### src/hdl/asgr_pkg.sv
// Shared types, codes and palette tables for the ANSI SGR color decoder.
// No dependencies; imported by every other file of the block except asgr_if.sv.
`timescale 1ns / 1ps

package asgr_pkg;

  typedef logic [23:0] color_t;

  // Result kinds
  localparam logic [1:0] KIND_GLYPH = 2'd0;
  localparam logic [1:0] KIND_LF    = 2'd1;
  localparam logic [1:0] KIND_CR    = 2'd2;

  // Parser phases
  localparam logic [1:0] PH_TEXT = 2'd0;
  localparam logic [1:0] PH_ESC  = 2'd1;
  localparam logic [1:0] PH_LIST = 2'd2;
  localparam logic [1:0] PH_SKIP = 2'd3;

  // Byte codes
  localparam logic [7:0] CH_LF    = 8'h0a;
  localparam logic [7:0] CH_CR    = 8'h0d;
  localparam logic [7:0] CH_ESC   = 8'h1b;
  localparam logic [7:0] CH_SPACE = 8'h20;
  localparam logic [7:0] CH_ZERO  = 8'h30;
  localparam logic [7:0] CH_NINE  = 8'h39;
  localparam logic [7:0] CH_SEMI  = 8'h3b;
  localparam logic [7:0] CH_LBRK  = 8'h5b;
  localparam logic [7:0] CH_M     = 8'h6d;
  localparam logic [7:0] CH_HIGH  = 8'h80;

  localparam color_t FG_DEFAULT = 24'ha6a6a6;
  localparam color_t BG_DEFAULT = 24'h121212;

  // Extended color selectors following 38/48
  localparam logic [15:0] EXT_INDEXED = 16'd5;
  localparam logic [15:0] EXT_RGB     = 16'd2;

  // Decoded SGR operations
  typedef logic [3:0] sgr_op_t;
  localparam sgr_op_t OP_NONE     = 4'd0;
  localparam sgr_op_t OP_RESET    = 4'd1;
  localparam sgr_op_t OP_SWAP     = 4'd2;
  localparam sgr_op_t OP_FG_DARK  = 4'd3;
  localparam sgr_op_t OP_BG_DARK  = 4'd4;
  localparam sgr_op_t OP_FG_DEF   = 4'd5;
  localparam sgr_op_t OP_BG_DEF   = 4'd6;
  localparam sgr_op_t OP_FG_LIGHT = 4'd7;
  localparam sgr_op_t OP_BG_LIGHT = 4'd8;
  localparam sgr_op_t OP_EXT      = 4'd9;

  typedef struct packed {
    sgr_op_t    op;
    logic [2:0] sel;   // palette entry; for OP_EXT bit 0 set means background
  } sgr_dec_t;

  // Result of one accepted byte, before colors are attached
  typedef struct packed {
    logic       valid;
    logic [1:0] kind;
    logic [6:0] code;
  } res_t;

  // One queued output request
  typedef struct packed {
    logic [1:0] kind;
    logic [6:0] code;
    color_t     fg;
    color_t     bg;
  } out_t;

  function automatic color_t dark_pal(input logic [2:0] i);
    color_t c;
    unique case (i)
      3'd0: c = 24'h121212;
      3'd1: c = 24'ha61010;
      3'd2: c = 24'h10a610;
      3'd3: c = 24'ha66010;
      3'd4: c = 24'h1010a6;
      3'd5: c = 24'ha610a6;
      3'd6: c = 24'h10a6a6;
      default: c = 24'ha6a6a6;
    endcase
    return c;
  endfunction

  function automatic color_t light_pal(input logic [2:0] i);
    color_t c;
    unique case (i)
      3'd0: c = 24'h323232;
      3'd1: c = 24'hd01010;
      3'd2: c = 24'h10d010;
      3'd3: c = 24'hd0d010;
      3'd4: c = 24'h1060d0;
      3'd5: c = 24'hd010d0;
      3'd6: c = 24'h10d0d0;
      default: c = 24'hd0d0d0;
    endcase
    return c;
  endfunction

  // Range compare unit shared by every parameter the walker visits
  function automatic sgr_dec_t sgr_decode(input logic [15:0] v);
    sgr_dec_t d;
    d.op  = OP_NONE;
    d.sel = 3'd0;
    priority if (v == 16'd0) begin
      d.op = OP_RESET;
    end else if (v == 16'd7) begin
      d.op = OP_SWAP;
    end else if (v >= 16'd30 && v <= 16'd37) begin
      d.op  = OP_FG_DARK;
      d.sel = 3'(v - 16'd30);
    end else if (v == 16'd38) begin
      d.op = OP_EXT;
    end else if (v == 16'd48) begin
      d.op  = OP_EXT;
      d.sel = 3'd1;
    end else if (v == 16'd39) begin
      d.op = OP_FG_DEF;
    end else if (v >= 16'd40 && v <= 16'd47) begin
      d.op  = OP_BG_DARK;
      d.sel = 3'(v - 16'd40);
    end else if (v == 16'd49) begin
      d.op = OP_BG_DEF;
    end else if (v >= 16'd90 && v <= 16'd97) begin
      d.op  = OP_FG_LIGHT;
      d.sel = 3'(v - 16'd90);
    end else if (v >= 16'd100 && v <= 16'd107) begin
      d.op  = OP_BG_LIGHT;
      d.sel = 3'(v - 16'd100);
    end else begin
      d.op = OP_NONE;
    end
    return d;
  endfunction

endpackage

### src/hdl/asgr_if.sv
// Valid/ready channel interfaces for the decoder's byte input and result output.
// Standalone; no package dependency.
`timescale 1ns / 1ps

interface asgr_in_if;
  logic       valid;
  logic       ready;
  logic [7:0] byte_in;
  logic       last_in_write;

  modport source (output valid, output byte_in, output last_in_write, input ready);
  modport sink   (input valid, input byte_in, input last_in_write, output ready);
endinterface

interface asgr_out_if;
  logic        valid;
  logic        ready;
  logic [1:0]  kind;
  logic [6:0]  char_code;
  logic [23:0] fg_color;
  logic [23:0] bg_color;

  modport source (output valid, output kind, output char_code, output fg_color,
                  output bg_color, input ready);
  modport sink   (input valid, input kind, input char_code, input fg_color,
                  input bg_color, output ready);
endinterface

### src/hdl/asgr_parse.sv
// Byte parser: escape phase tracking, decimal parameter store and text results.
// Depends on asgr_pkg.
`timescale 1ns / 1ps

module asgr_parse
  import asgr_pkg::*;
#(
  parameter int MAX_PARAMS = 10
) (
  input  logic                                clk,
  input  logic                                rst_n,
  input  logic                                acc,
  input  logic [7:0]                          byte_in,
  input  logic                                last_in_write,
  input  logic                                walk_busy,
  input  logic [$clog2(MAX_PARAMS)-1:0]       walk_addr,
  output logic [15:0]                         rd_data,
  output logic                                walk_start,
  output logic [$clog2(MAX_PARAMS+1)-1:0]     walk_cnt,
  output res_t                                res
);

  localparam int IW = $clog2(MAX_PARAMS);
  localparam int CW = $clog2(MAX_PARAMS + 1);
  localparam logic [CW-1:0] MAX_C = CW'(MAX_PARAMS);

  logic [15:0]           store_r [MAX_PARAMS];
  logic [MAX_PARAMS-1:0] vld_r, vld_nxt;
  logic [IW-1:0]         idx_r, idx_nxt;
  logic [1:0]            phase_r, phase_nxt;
  logic [IW-1:0]         rd_a;
  logic                  wr_en;
  logic [19:0]           prod;
  logic [15:0]           sat;
  logic                  digit;
  res_t                  txt_res;
  logic                  txt_esc;

  // single read port, shared between digit accumulation and the SGR walk
  assign rd_a    = walk_busy ? walk_addr : idx_r;
  assign rd_data = (int'(rd_a) < MAX_PARAMS && vld_r[rd_a]) ? store_r[rd_a] : 16'd0;

  assign digit = (byte_in >= CH_ZERO) && (byte_in <= CH_NINE);
  // v*10 + d as two shifts and two adds
  assign prod  = ({4'd0, rd_data} << 3) + ({4'd0, rd_data} << 1) + {16'd0, byte_in[3:0]};
  assign sat   = (prod > 20'h0ffff) ? 16'hffff : prod[15:0];

  assign walk_cnt = CW'(idx_r) + CW'(1);

  always_comb begin
    txt_res = '0;
    txt_esc = 1'b0;
    if (byte_in >= CH_SPACE && byte_in < CH_HIGH) begin
      txt_res.valid = 1'b1;
      txt_res.kind  = KIND_GLYPH;
      txt_res.code  = byte_in[6:0];
    end else if (byte_in == CH_LF) begin
      txt_res.valid = 1'b1;
      txt_res.kind  = KIND_LF;
    end else if (byte_in == CH_CR) begin
      txt_res.valid = 1'b1;
      txt_res.kind  = KIND_CR;
    end else if (byte_in == CH_ESC) begin
      txt_esc = 1'b1;
    end
  end

  always_comb begin
    phase_nxt  = phase_r;
    idx_nxt    = idx_r;
    vld_nxt    = vld_r;
    wr_en      = 1'b0;
    walk_start = 1'b0;
    res        = '0;
    if (acc) begin
      unique case (phase_r)
        PH_TEXT: begin
          res = txt_res;
          if (txt_esc) phase_nxt = PH_ESC;
        end
        PH_ESC: begin
          if (byte_in == CH_LBRK) begin
            // list is cleared only on entry; nothing reads it before then
            vld_nxt   = '0;
            idx_nxt   = '0;
            phase_nxt = PH_LIST;
          end else begin
            res       = txt_res;
            phase_nxt = txt_esc ? PH_ESC : PH_TEXT;
          end
        end
        PH_LIST: begin
          if (digit) begin
            wr_en          = 1'b1;
            vld_nxt[idx_r] = 1'b1;
          end else if (byte_in == CH_SEMI) begin
            if (CW'(idx_r) + CW'(1) >= MAX_C) phase_nxt = PH_SKIP;
            else                              idx_nxt   = idx_r + IW'(1);
          end else begin
            walk_start = (byte_in == CH_M);
            phase_nxt  = PH_TEXT;
          end
        end
        default: begin
          if (!digit && byte_in != CH_SEMI) phase_nxt = PH_TEXT;
        end
      endcase
      if (last_in_write) phase_nxt = PH_TEXT;
    end
  end

  always_ff @(posedge clk) begin
    if (!rst_n) begin
      phase_r <= PH_TEXT;
      idx_r   <= '0;
      vld_r   <= '0;
    end else begin
      phase_r <= phase_nxt;
      idx_r   <= idx_nxt;
      vld_r   <= vld_nxt;
    end
  end

  always_ff @(posedge clk) begin
    if (wr_en) store_r[idx_r] <= sat;
  end

endmodule

### src/hdl/asgr_sgr_walk.sv
// SGR sequencer: walks the stored parameters one per cycle, apart from a skipped 38/48,
// through the shared decode/compare unit and updates the current colors. Depends on asgr_pkg.
`timescale 1ns / 1ps

module asgr_sgr_walk
  import asgr_pkg::*;
#(
  parameter int MAX_PARAMS = 10
) (
  input  logic                            clk,
  input  logic                            rst_n,
  input  logic                            start,
  input  logic [$clog2(MAX_PARAMS+1)-1:0] cnt,
  input  logic [15:0]                     rd_data,
  output logic [$clog2(MAX_PARAMS)-1:0]   rd_addr,
  output logic                            busy,
  output color_t                          cur_fg,
  output color_t                          cur_bg
);

  localparam int IW = $clog2(MAX_PARAMS);
  localparam int CW = $clog2(MAX_PARAMS + 1);

  localparam logic [2:0] W_IDLE = 3'd0;
  localparam logic [2:0] W_CODE = 3'd1;
  localparam logic [2:0] W_EXT  = 3'd2;
  localparam logic [2:0] W_IDX  = 3'd3;
  localparam logic [2:0] W_R    = 3'd4;
  localparam logic [2:0] W_G    = 3'd5;
  localparam logic [2:0] W_B    = 3'd6;

  logic [2:0]    st_r, st_nxt;
  logic [CW-1:0] ptr_r, ptr_nxt;
  logic [CW-1:0] cnt_r, cnt_nxt;
  logic          to_bg_r, to_bg_nxt;
  logic [15:0]   rg_r, rg_nxt;
  color_t        fg_r, fg_nxt;
  color_t        bg_r, bg_nxt;
  color_t        ext_col;
  logic          ext_apply;
  sgr_dec_t      dec;
  logic [CW:0]   ptr_p1, ptr_p3;

  assign dec     = sgr_decode(rd_data);
  assign rd_addr = ptr_r[IW-1:0];
  assign busy    = (st_r != W_IDLE);
  assign cur_fg  = fg_r;
  assign cur_bg  = bg_r;
  assign ptr_p1  = {1'b0, ptr_r} + (CW+1)'(1);
  assign ptr_p3  = {1'b0, ptr_r} + (CW+1)'(3);

  always_comb begin
    st_nxt    = st_r;
    ptr_nxt   = ptr_r;
    cnt_nxt   = cnt_r;
    to_bg_nxt = to_bg_r;
    rg_nxt    = rg_r;
    fg_nxt    = fg_r;
    bg_nxt    = bg_r;
    ext_col   = {rg_r, rd_data[7:0]};
    ext_apply = 1'b0;
    unique case (st_r)
      W_IDLE: begin
        if (start) begin
          st_nxt  = W_CODE;
          ptr_nxt = '0;
          cnt_nxt = cnt;
        end
      end
      W_CODE: begin
        if (ptr_r >= cnt_r) begin
          st_nxt = W_IDLE;
        end else begin
          ptr_nxt = ptr_r + CW'(1);
          unique case (dec.op)
            OP_RESET: begin
              fg_nxt = FG_DEFAULT;
              bg_nxt = BG_DEFAULT;
            end
            OP_SWAP: begin
              fg_nxt = bg_r;
              bg_nxt = fg_r;
            end
            OP_FG_DARK:  fg_nxt = dark_pal(dec.sel);
            OP_BG_DARK:  bg_nxt = dark_pal(dec.sel);
            OP_FG_DEF:   fg_nxt = FG_DEFAULT;
            OP_BG_DEF:   bg_nxt = BG_DEFAULT;
            OP_FG_LIGHT: fg_nxt = light_pal(dec.sel);
            OP_BG_LIGHT: bg_nxt = light_pal(dec.sel);
            OP_EXT: begin
              to_bg_nxt = dec.sel[0];
              st_nxt    = W_EXT;
            end
            default: ;
          endcase
        end
      end
      W_EXT: begin
        // ptr points one past the 38/48; too few values means it is skipped
        priority if (ptr_p1 < {1'b0, cnt_r} && rd_data == EXT_INDEXED) begin
          st_nxt  = W_IDX;
          ptr_nxt = ptr_r + CW'(1);
        end else if (ptr_p3 < {1'b0, cnt_r} && rd_data == EXT_RGB) begin
          st_nxt  = W_R;
          ptr_nxt = ptr_r + CW'(1);
        end else begin
          st_nxt = W_CODE;
        end
      end
      W_IDX: begin
        ext_col   = dark_pal(rd_data[2:0]);
        ext_apply = 1'b1;
        ptr_nxt   = ptr_r + CW'(1);
        st_nxt    = W_CODE;
      end
      W_R: begin
        rg_nxt[15:8] = rd_data[7:0];
        ptr_nxt      = ptr_r + CW'(1);
        st_nxt       = W_G;
      end
      W_G: begin
        rg_nxt[7:0] = rd_data[7:0];
        ptr_nxt     = ptr_r + CW'(1);
        st_nxt      = W_B;
      end
      W_B: begin
        ext_apply = 1'b1;
        ptr_nxt   = ptr_r + CW'(1);
        st_nxt    = W_CODE;
      end
      default: st_nxt = W_IDLE;
    endcase
    if (ext_apply) begin
      if (to_bg_r) bg_nxt = ext_col;
      else         fg_nxt = ext_col;
    end
  end

  always_ff @(posedge clk) begin
    if (!rst_n) begin
      st_r <= W_IDLE;
      fg_r <= FG_DEFAULT;
      bg_r <= BG_DEFAULT;
    end else begin
      st_r <= st_nxt;
      fg_r <= fg_nxt;
      bg_r <= bg_nxt;
    end
  end

  always_ff @(posedge clk) begin
    ptr_r   <= ptr_nxt;
    cnt_r   <= cnt_nxt;
    to_bg_r <= to_bg_nxt;
    rg_r    <= rg_nxt;
  end

  a_start_idle: assert property (@(posedge clk) disable iff (!rst_n)
    start |-> st_r == W_IDLE)
    else $error("walk started while busy");

  // W_EXT may look one past the list when 38/48 is the last value
  a_ptr_bound: assert property (@(posedge clk) disable iff (!rst_n)
    (st_r != W_IDLE && st_r != W_CODE && st_r != W_EXT) |-> ptr_r < cnt_r)
    else $error("walk read past the parameter count");

  a_rgb_seq: assert property (@(posedge clk) disable iff (!rst_n)
    st_r == W_R |=> st_r == W_G ##1 st_r == W_B)
    else $error("rgb triple not read in order");

endmodule

### src/hdl/ansi_sgr_color_stream_decoder.sv
// Top level: ANSI SGR color stream decoder.
// A result is registered in the output register, or in the skid entry while the output is stalled.
// Throughput: one byte per cycle outside stalls; a final 'm' holds the input while the
// sequencer walks the stored values.
// Output register plus one skid entry; the input also stalls while both are full.
// Reset: synchronous active-low; default colors, text phase, no clearing pass.
`timescale 1ns / 1ps

module ansi_sgr_color_stream_decoder
  import asgr_pkg::*;
#(
  parameter int MAX_PARAMS = 10
) (
  input  logic             clk,
  input  logic             rst_n,
  asgr_in_if.sink          in_chan,
  asgr_out_if.source       out_chan
);

  localparam int IW = $clog2(MAX_PARAMS);
  localparam int CW = $clog2(MAX_PARAMS + 1);

  logic          acc;
  logic          walk_busy;
  logic          walk_start;
  logic [IW-1:0] walk_addr;
  logic [CW-1:0] walk_cnt;
  logic [15:0]   rd_data;
  res_t          res;
  color_t        cur_fg;
  color_t        cur_bg;
  out_t          push_d;
  logic          pop;

  out_t o_r, o_nxt;
  out_t s_r, s_nxt;
  logic o_v_r, o_v_nxt;
  logic s_v_r, s_v_nxt;

  assign in_chan.ready = !walk_busy && !s_v_r;
  assign acc           = in_chan.valid && in_chan.ready;

  asgr_parse #(.MAX_PARAMS(MAX_PARAMS)) u_parse (
    .clk           (clk),
    .rst_n         (rst_n),
    .acc           (acc),
    .byte_in       (in_chan.byte_in),
    .last_in_write (in_chan.last_in_write),
    .walk_busy     (walk_busy),
    .walk_addr     (walk_addr),
    .rd_data       (rd_data),
    .walk_start    (walk_start),
    .walk_cnt      (walk_cnt),
    .res           (res)
  );

  asgr_sgr_walk #(.MAX_PARAMS(MAX_PARAMS)) u_walk (
    .clk     (clk),
    .rst_n   (rst_n),
    .start   (walk_start),
    .cnt     (walk_cnt),
    .rd_data (rd_data),
    .rd_addr (walk_addr),
    .busy    (walk_busy),
    .cur_fg  (cur_fg),
    .cur_bg  (cur_bg)
  );

  assign push_d = '{kind: res.kind, code: res.code, fg: cur_fg, bg: cur_bg};
  assign pop    = o_v_r && out_chan.ready;

  // two-entry output queue: output register in front, skid entry behind
  always_comb begin
    o_nxt   = o_r;
    s_nxt   = s_r;
    o_v_nxt = o_v_r;
    s_v_nxt = s_v_r;
    if (!o_v_r || pop) begin
      if (s_v_r) begin
        o_nxt   = s_r;
        o_v_nxt = 1'b1;
        s_v_nxt = 1'b0;
      end else begin
        o_nxt   = push_d;
        o_v_nxt = res.valid;
      end
    end else if (res.valid) begin
      s_nxt   = push_d;
      s_v_nxt = 1'b1;
    end
  end

  always_ff @(posedge clk) begin
    if (!rst_n) begin
      o_v_r <= 1'b0;
      s_v_r <= 1'b0;
    end else begin
      o_v_r <= o_v_nxt;
      s_v_r <= s_v_nxt;
    end
  end

  always_ff @(posedge clk) begin
    o_r <= o_nxt;
    s_r <= s_nxt;
  end

  assign out_chan.valid     = o_v_r;
  assign out_chan.kind      = o_r.kind;
  assign out_chan.char_code = o_r.code;
  assign out_chan.fg_color  = o_r.fg;
  assign out_chan.bg_color  = o_r.bg;

  a_skid_behind: assert property (@(posedge clk) disable iff (!rst_n)
    s_v_r |-> o_v_r)
    else $error("skid entry held with empty output register");

  a_busy_stall: assert property (@(posedge clk) disable iff (!rst_n)
    walk_busy |-> !in_chan.ready)
    else $error("input taken during SGR walk");

  a_skid_fill: assert property (@(posedge clk) disable iff (!rst_n)
    (res.valid && o_v_r && !out_chan.ready) |=> s_v_r)
    else $error("result lost while output stalled");

endmodule

### src/flat_wrapper.sv
// flat-port wrapper written by rule: the top's interface ports become plain ports
module ansi_sgr_color_stream_decoder_flat import asgr_pkg::*;
#(
  parameter int MAX_PARAMS = 10
)
  (clk, rst_n, in_chan_valid, in_chan_byte_in, in_chan_last_in_write, in_chan_ready, out_chan_valid, out_chan_kind, out_chan_char_code, out_chan_fg_color, out_chan_bg_color, out_chan_ready);
  asgr_in_if in_chan_i ();
  asgr_out_if out_chan_i ();
  input  logic clk;
  input  logic rst_n;
  input wire logic [$bits(in_chan_i.valid)-1:0] in_chan_valid;
  input wire logic [$bits(in_chan_i.byte_in)-1:0] in_chan_byte_in;
  input wire logic [$bits(in_chan_i.last_in_write)-1:0] in_chan_last_in_write;
  output wire logic [$bits(in_chan_i.ready)-1:0] in_chan_ready;
  output wire logic [$bits(out_chan_i.valid)-1:0] out_chan_valid;
  output wire logic [$bits(out_chan_i.kind)-1:0] out_chan_kind;
  output wire logic [$bits(out_chan_i.char_code)-1:0] out_chan_char_code;
  output wire logic [$bits(out_chan_i.fg_color)-1:0] out_chan_fg_color;
  output wire logic [$bits(out_chan_i.bg_color)-1:0] out_chan_bg_color;
  input wire logic [$bits(out_chan_i.ready)-1:0] out_chan_ready;
  assign in_chan_i.valid = in_chan_valid;
  assign in_chan_i.byte_in = in_chan_byte_in;
  assign in_chan_i.last_in_write = in_chan_last_in_write;
  assign in_chan_ready = in_chan_i.ready;
  assign out_chan_valid = out_chan_i.valid;
  assign out_chan_kind = out_chan_i.kind;
  assign out_chan_char_code = out_chan_i.char_code;
  assign out_chan_fg_color = out_chan_i.fg_color;
  assign out_chan_bg_color = out_chan_i.bg_color;
  assign out_chan_i.ready = out_chan_ready;
  ansi_sgr_color_stream_decoder #(.MAX_PARAMS(MAX_PARAMS)) u_core (.clk(clk), .rst_n(rst_n), .in_chan(in_chan_i), .out_chan(out_chan_i));
endmodule
### config.mk
export PLATFORM = sky130hd
export DESIGN_NAME = ansi_sgr_color_stream_decoder_flat
export DESIGN_NICKNAME = d
export VERILOG_FILES = /design/src/hdl/asgr_pkg.sv /design/src/hdl/asgr_if.sv /design/src/hdl/asgr_parse.sv /design/src/hdl/asgr_sgr_walk.sv /design/src/hdl/ansi_sgr_color_stream_decoder.sv /design/src/flat_wrapper.sv
export SDC_FILE = /design/constraint.sdc
export NUM_CORES = 1
export LEC_CHECK = 0
export ABC_AREA = 1
export BUFFER_PORTS_ARGS = -buffer_cell sky130_fd_sc_hd__clkbuf_2
export CORE_UTILIZATION = 60
export CTS_CLUSTER_DIAMETER = 60
export CTS_CLUSTER_SIZE = 10
export DETAILED_ROUTE_END_ITERATION = 12
export PLACE_DENSITY = 0.78
export SLEW_MARGIN = 25
export SYNTH_ARGS = -nofsm -noshare
export SYNTH_HDL_FRONTEND = slang
export SYNTH_SLANG_ARGS = --single-unit
### constraint.sdc
create_clock -name clk -period 7.4 [get_ports clk]
set_input_delay 1.11 -clock clk [delete_from_list [all_inputs] [get_ports clk]]
set_output_delay 1.11 -clock clk [all_outputs]
set_load 0.005 [all_outputs]
==> tab_implementation.tex, run 1 <==
\begin{tabular}{lr}
\hline
Metric & Value \\
\hline
\multicolumn{2}{l}{\textbf{Power}} \\
Sequential power share & 35.2\% \\
Internal power & 5.085 mW \\
Fraction of power consumed by combinational cells & 43.8\% \\
Share of total power consumed by net switching & 41.76\% \\
Share of power burned in the clock network & 21.0\% \\
Net Sw Power & 3.646 mW \\
Leakage power total & 8.273 nW \\
Worst ir drop on vdd & 0.0002920 V \\
Cell area power density & 430.0 mW/mm2 \\
\multicolumn{2}{l}{\textbf{Critical path}} \\
Worst setup EP type & flop \\
Most used cell, CP & nand2\_1 \\
Worst setup SP type & flop \\
Slowest CP cell & nand2\_4 \\
CP Class & reg -> reg \\
Worst path arrival time & 6.42 ns \\
Required time at the worst-slack endpoint & 7.53 ns \\
CP peak stage delay & 0.42 ns \\
Critical Path Fanout Max & 31 \\
\multicolumn{2}{l}{\textbf{Flow run}} \\
Max-cap violations & 0 \\
\multicolumn{2}{l}{\textbf{GRT}} \\
Total routing resource utilization after global routing & 30.01\% \\
Pin count of the biggest net entering global routing & 102 \\
Grt ovf & 0 \\
Wire length of the first global-routing pass & 72.86 mm \\
Vias in the first global route & 13,930 \\
Initial antenna violation count & 1 \\
\multicolumn{2}{l}{\textbf{Logic synthesis}} \\
Number of standard cells after synthesis & 1,942 \\
Sequential fraction of the synthesis area & 56.38\% \\
Top cells by area in the synthesized netlist & edfxtp\_1, nand2\_1, dfxtp\_1 \\
EDFF count, synth & 299 \\
Distinct cell type count of the synthesized netlist & 55 \\
Post-synth design cell area & 0.01838 mm2 \\
Post-synthesis async set-or-reset flop share & 0\% \\
Most numerous cell in the Yosys netlist & nand2\_1 \\
Largest area contributor in the synthesized netlist & edfxtp\_1 \\
Proportion of netlist area held by the largest area contributor & 48.86\% \\
Synth Area per Inst & 9.463 um2 \\
Post-synthesis register bit count & 368 \\
Primary FF master, synth & edfxtp\_1 \\
Most frequent cells after synthesis & nand2\_1, edfxtp\_1, nand3\_1 \\
Number of warnings printed during yosys synthesis & 0 \\
Number of nets produced by synthesis & 2,015 \\
\multicolumn{2}{l}{\textbf{Status}} \\
Run status & complete, no violations \\
\multicolumn{2}{l}{\textbf{Clock network}} \\
Number of hold buffers added after CTS & 0 \\
Clock sink total & 368 \\
Max Root-Sink Buffers & 3 \\
Number of buffers added for setup after CTS & 0 \\
Number of gates resized after cts & 0 \\
Clock slew seen by the registers of the worst setup and hold paths & 0.05 ns \\
Root buffer selected by CTS & clkbuf\_16 \\
Cts bufs inserted & 43 \\
Clock tree from TritonCTS & done \\
Htree depth & 2 \\
Clock latency on the worst-skew pair & 0.53 ns \\
\multicolumn{2}{l}{\textbf{Cells and area}} \\
Non-filler cells in the finished layout & 2,426 \\
Post-synthesis to final-layout area growth & 10.50\% \\
Final \#Nets & 2,089 \\
Fraction of final layout cells sized beyond drive strength 1 & 12.87\% \\
Filler cell count in the final layout & 2,256 \\
Total inserted antenna cells & 0 \\
Fraction of the core area covered by cells at the end of the flow & 67.97\% \\
\multicolumn{2}{l}{\textbf{Placement}} \\
Weighted congestion reported at the end of routability-driven placement & 0.9588 \\
Number of port buffers & 71 \\
Placed Cells & 2,361 \\
DP HPWL & 31.18 mm \\
\multicolumn{2}{l}{\textbf{Timing}} \\
Pin slew with the least headroom to its limit & 1.004 ns \\
Final count of pins violating max slew & 0 \\
Share of the clock period used by the worst path after layout & 85.08\% \\
Clock skew after layout & 0.02159 ns \\
Total of endpoints with negative setup slack in the final report & 0 \\
Timing-limited maximum frequency & 158.8 MHz \\
Time the final worst path needs with I/O delays and setup & 6.296 ns \\
Setup repair after global routing missed its margin & false \\
Accumulated negative setup slack & 0 ns \\
Final Hold Vio Count & 0 \\
Slew margin rel. & 32.45\% \\
\multicolumn{2}{l}{\textbf{Routing}} \\
Number of nets still failing antenna checks after routing & 0 \\
Final wirelength & 45.91 mm \\
Vias & 14,310 \\
Number of vias per cell after detailed routing & 5.900 \\
Average wire per cell in the routed design & 18.92 um \\
1st-iter DRT viols & 1,772 \\
Number of detailed-routing iterations run before antenna repair & 5 \\
DRC violation count after routing & 0 \\
\multicolumn{2}{l}{\textbf{Min path}} \\
Type of the tightest min-delay check & reg -> reg \\
\multicolumn{2}{l}{\textbf{Die}} \\
Chip height & 177.0 um \\
Std-Cell Core Area & 0.02987 mm2 \\
Num rows & 63 \\
Boundary pin count & 72 \\
Effective utilization at floorplan & 61.51\% \\
Overall die area & 0.03133 mm2 \\
Width of the die & 177.0 um \\
\hline
\end{tabular}
cell families after synthesis:
logic type,count (synthesis),synth area share (%)
adders and majority gates,60,4.167
buffers and inverters,269,6.264
AOI/OAI and AO/OA,287,8.851
xor gates and xnor gates,14,0.6673
and+or+nand+nor,944,23.67
DFF,368,56.38
sequential cells by signal (all words and copies together) (netlist names):
name,flops
u_core.s_r,57
u_core.u_parse.idx_r,4
u_core.u_parse.phase_r,2
u_core.u_walk.to_bg_r,1
u_core.out_chan.fg_color,24
u_core.u_parse.store_r,160
u_core.s_v_r,1
u_core.out_chan.bg_color,24
u_core.u_walk.cur_bg,24
u_core.out_chan.char_code,7
u_core.out_chan.kind,2
u_core.u_walk.cnt_r,4
u_core.out_chan.valid,1
u_core.u_walk.st_r,3
u_core.u_walk.cur_fg,24
u_core.u_parse.vld_r,10
u_core.u_walk.rg_r,16
u_core.u_walk.rd_addr,4
routing by layer:
layer	GRT usage, %	vias up	share of wire, %
li1	-	6793	-
met1	38.76	6669	39
met2	49.38	698	48
met3	4.274	152	7.8
met4	15.19	2	4.6
met5	0	-	0.022
per-stage QoR:
step,area (um2),total power [mW],hold slack [ns],setup slack (ns)
floorplan,18380,5.848,0.4082,1.923
global placement,19120,6.751,0.4095,1.464
detailed placement,19120,6.853,0.4161,1.181
CTS,20300,8.677,0.4284,1.156
global route,20310,9.214,0.4458,0.4290
finish,20310,8.731,0.4320,1.104
layout make-up:
class                      instances  area [um2]  share of cell area [%]
clock buffer                      62        1169                   5.755
inverter                         196       738.2                   3.635
timing repair buffer             102       588.1                   2.896
sequential                       368       10360                   51.03
clock inverter                     3       17.52                 0.08627
tap                              390       488.0                   2.403
multi-input combinational       1305        6944                   34.20
worst paths after layout:
check	endpoint	cells past startpoint	slack, ns	start
hold / removal	u_core.s_r[44]$_DFFE_PP_	0	0.43	u_core.u_walk.cur_fg[20]$_SDFF_PN0_
setup reg to reg	u_core.u_parse.store_r[1][4]$_DFFE_PP_	29	1.10	u_core.u_walk.st_r[0]$_SDFFE_PN0P_
hold reg to reg	u_core.s_r[44]$_DFFE_PP_	0	0.43	u_core.u_walk.cur_fg[20]$_SDFF_PN0_
setup / recovery	u_core.u_parse.store_r[1][4]$_DFFE_PP_	29	1.10	u_core.u_walk.st_r[0]$_SDFFE_PN0P_
power by group through the flow:
stage               Combinational, mW  Sequential [mW]  Clock, mW
floorplan                        2.75             3.10          0
global placement                 3.65             3.11          0
detailed placement               3.74             3.11          0
CTS                              3.76             3.07       1.84
global route                     4.21             3.08       1.92
finish                           3.83             3.07       1.83
cell usage in the layout (no fill, tap or decap), types with 3 or more instances in the layout:
cell type / Yosys / layout
or2_2: 3 / 3
nor2_1: 109 / 107
clkinv_1: 3 / 4
o21ai_0: 111 / 111
edfxtp_1: 299 / 299
inv_2: 15 / 15
nor4_1: 6 / 4
o21bai_1: 7 / 7
buf_4: 13 / 31
a211oi_1: 17 / 17
ha_1: 58 / 58
a31oi_1: 7 / 7
nand3_2: 10 / 10
nand2_4: 9 / 9
dfxtp_1: 69 / 68
a211oi_2: 3 / 3
clkbuf_16: 0 / 44
nor2_8: 4 / 4
nand3_4: 4 / 4
inv_1: 177 / 177
nor2_2: 21 / 22
nor3_1: 31 / 23
a21oi_1: 91 / 91
clkbuf_1: 35 / 18
nand2_1: 488 / 486
xnor2_1: 5 / 5
xor2_1: 9 / 9
a21o_1: 3 / 3
o221ai_1: 4 / 4
nand3_1: 212 / 212
o211ai_1: 8 / 8
clkbuf_2: 0 / 71
nand4_1: 18 / 18
nor3_2: 3 / 10
nand2_2: 16 / 18
o22ai_1: 4 / 4
nor2_4: 5 / 6
o21ai_1: 21 / 21
worst max-delay path: cells and delay by family, from the launching register on:
kind                       cells  cell delay, ns
AOI/OAI and AO/OA              8            1.67
adders and majority gates      3            0.88
buffers and inverters          3            0.63
DFF                            1            0.39
and+or+nand+nor               15            2.31
(Power assumes the default switching activity.)
==> run 2: changes to the inputs <==
--- a/config.mk
+++ b/config.mk
@@ -8,6 +8,7 @@
 export ABC_AREA = 1
 export BUFFER_PORTS_ARGS = -buffer_cell sky130_fd_sc_hd__clkbuf_2
 export CORE_UTILIZATION = 60
+export CTS_BUF_LIST = sky130_fd_sc_hd__clkbuf_4 sky130_fd_sc_hd__clkbuf_8
 export CTS_CLUSTER_DIAMETER = 60
 export CTS_CLUSTER_SIZE = 10
 export DETAILED_ROUTE_END_ITERATION = 12
==> constraint.sdc (replaced) <==
create_clock -name clk -period 7.4 [get_ports clk]
set_input_delay 1.11 -clock clk [delete_from_list [all_inputs] [get_ports clk]]
set_output_delay 1.11 -clock clk [all_outputs]
set_load 0.01 [all_outputs]
==> run 2 against run 1 <==
Net effect: via count shrank 0.64%; clock power shrank 27%; non-clock buffer count is the same; global-route usage shrank 0.21 points; critical path depth shrank 1; register-to-register slack lost 0.05 ns; critical path type unchanged; highest routed layer is now met4.
==> tab_implementation.tex, run 2 (synthesized netlist as in run 1, its figures left out) <==
\begin{tabular}{lr}
\hline
Metric & Value \\
\hline
\multicolumn{2}{l}{\textbf{Status}} \\
Run status & complete, no violations \\
\multicolumn{2}{l}{\textbf{Timing}} \\
Total of endpoints with negative setup slack in the final report & 0 \\
Share of the clock period used by the worst path after layout & 85.73\% \\
Accumulated negative setup slack & 0 ns \\
Time the final worst path needs with I/O delays and setup & 6.344 ns \\
Final count of pins violating max slew & 0 \\
Clock skew after layout & 0.04423 ns \\
Pin slew with the least headroom to its limit & 1.013 ns \\
Slew margin rel. & 32.26\% \\
Setup repair after global routing missed its margin & false \\
Final Hold Vio Count & 0 \\
Timing-limited maximum frequency & 157.6 MHz \\
\multicolumn{2}{l}{\textbf{Critical path}} \\
FF-to-FF path depth & 28 \\
Required time at the worst-slack endpoint & 7.55 ns \\
Source of the worst register-to-register timing path & u\_core.u\_walk.st\_r[0]\$\_SDFFE\_PN0P\_ \\
Critical path's top delay family & simple AND/OR/NAND/NOR gates \\
Setup slack on the worst flop-to-flop path & 1.06 ns \\
Critical Path Fanout Max & 31 \\
Buf+Inv Stages, Crit Path & 3 \\
Worst path arrival time & 6.50 ns \\
CP peak stage delay & 0.43 ns \\
CP Class & reg -> reg \\
Worst setup EP type & flop \\
Reg-to-reg critical path endpoint & u\_core.u\_parse.store\_r[1][4]\$\_DFFE\_PP\_ \\
Critical path origin & u\_core.u\_walk.st\_r[0]\$\_SDFFE\_PN0P\_ \\
Slowest CP cell & fa\_1 \\
Worst setup SP type & flop \\
\multicolumn{2}{l}{\textbf{Min path}} \\
Worst hold stages & 0 \\
Startpoint of the tightest hold check path & u\_core.u\_walk.cur\_fg[6]\$\_SDFF\_PN0\_ \\
Type of the tightest min-delay check & reg -> reg \\
Hold-critical path endpoint & u\_core.s\_r[30]\$\_DFFE\_PP\_ \\
\multicolumn{2}{l}{\textbf{Routing}} \\
Final wirelength & 45.39 mm \\
Number of nets still failing antenna checks after routing & 0 \\
Average wire per cell in the routed design & 18.71 um \\
DRC violation count after routing & 0 \\
Vias & 14,220 \\
Number of detailed-routing iterations run before antenna repair & 6 \\
1st-iter DRT viols & 1,509 \\
Number of vias per cell after detailed routing & 5.863 \\
\multicolumn{2}{l}{\textbf{Die}} \\
Effective utilization at floorplan & 61.51\% \\
Std-Cell Core Area & 0.02987 mm2 \\
Chip height & 177.0 um \\
Width of the die & 177.0 um \\
Num rows & 63 \\
Boundary pin count & 72 \\
Overall die area & 0.03133 mm2 \\
\multicolumn{2}{l}{\textbf{GRT}} \\
Initial antenna violation count & 0 \\
Total routing resource utilization after global routing & 29.80\% \\
Pin count of the biggest net entering global routing & 102 \\
Vias in the first global route & 13,790 \\
Wire length of the first global-routing pass & 72.27 mm \\
Grt ovf & 0 \\
\multicolumn{2}{l}{\textbf{Cells and area}} \\
Flip-flop count of the largest register, all copies and words added & 160 \\
Commonest non-fill, non-tap cells in the layout & nand2\_1, edfxtp\_1, nand3\_1 \\
Fraction of the core area covered by cells at the end of the flow & 66.59\% \\
Largest register by flop count & u\_core.u\_parse.store\_r \\
Commonest non-fill, non-tap cell in the layout & nand2\_1 \\
Fraction of final layout cells sized beyond drive strength 1 & 13.75\% \\
Registers with the most flip-flops & u\_core.u\_parse.store\_r: 160 flops, u\_core.s\_r: 57 flops \\
Final \#Nets & 2,089 \\
Filler cell count in the final layout & 2,341 \\
Post-synthesis to final-layout area growth & 8.252\% \\
Total inserted antenna cells & 0 \\
\multicolumn{2}{l}{\textbf{Clock network}} \\
Max Root-Sink Buffers & 3 \\
Number of buffers added for setup after CTS & 0 \\
Clock slew seen by the registers of the worst setup and hold paths & 0.07 ns \\
Number of gates resized after cts & 0 \\
Clock sink total & 368 \\
Clock tree from TritonCTS & done \\
Htree depth & 2 \\
Number of hold buffers added after CTS & 0 \\
Root buffer selected by CTS & clkbuf\_8 \\
Clock latency on the worst-skew pair & 0.58 ns \\
Cts bufs inserted & 43 \\
\multicolumn{2}{l}{\textbf{Power}} \\
Worst ir drop on vdd & 0.0003249 V \\
Leakage power total & 8.111 nW \\
Cell area power density & 414.4 mW/mm2 \\
\multicolumn{2}{l}{\textbf{Placement}} \\
Weighted congestion reported at the end of routability-driven placement & 0.9588 \\
Number of port buffers & 71 \\
DP HPWL & 31.18 mm \\
\multicolumn{2}{l}{\textbf{Flow run}} \\
Max-cap violations & 0 \\
\hline
\end{tabular}
[run 2: how the worst max path moves through the flow]
stage	endpoint	slack [ns]	depth (start not counted)
floorplan	u_core.s_r[0]$_DFFE_PP_	1.92	3
global placement	u_core.u_parse.store_r[5][13]$_DFFE_PP_	1.46	29
detailed placement	u_core.u_parse.store_r[6][4]$_DFFE_PP_	1.18	26
CTS	u_core.u_parse.store_r[1][4]$_DFFE_PP_	1.16	26
global route	u_core.u_parse.store_r[6][13]$_DFFE_PP_	0.42	28
finish	u_core.u_parse.store_r[1][4]$_DFFE_PP_	1.06	28
[run 2: layout make-up]
class | instances | area [um2] | area share (%)
sequential | 368 | 10360 | 52.09
multi-input combinational | 1305 | 6944 | 34.91
inverter | 196 | 738.2 | 3.711
clock buffer | 61 | 726.9 | 3.654
timing repair buffer | 102 | 588.1 | 2.956
tap | 390 | 488.0 | 2.453
clock inverter | 4 | 46.29 | 0.2327
[run 2: metal layers]
layer  track usage, %  part of all wire (%)  wire (um)
met5                0                     0          0
met4            15.12                   4.6       2091
met3            3.973                   7.9       3586
met2            48.89                    48      21610
met1            38.79                    40      18100
[run 2: where the power goes]
group / switching, mW / total [mW] / internal [mW]
sequential: 0.0404 / 3.07 / 3.03
combinational: 2.87 / 3.84 / 0.975
clock: 0.673 / 1.33 / 0.659
total: 3.58 / 8.24 / 4.66
[run 2: per-stage QoR]
step / setup WS [ns] / instances / area (um2) / hold slack [ns] / power, mW
final: 1.056 / 2426 / 19890 / 0.4301 / 8.244
after global routing: 0.4184 / 2426 / 19890 / 0.4468 / 8.721
after CTS: 1.155 / 2426 / 19890 / 0.4287 / 8.184
after detailed placement: 1.181 / 2361 / 19120 / 0.4161 / 6.864
after global placement: 1.464 / 2361 / 19120 / 0.4095 / 6.762
after floorplan: 1.919 / 1942 / 18380 / 0.4082 / 5.860
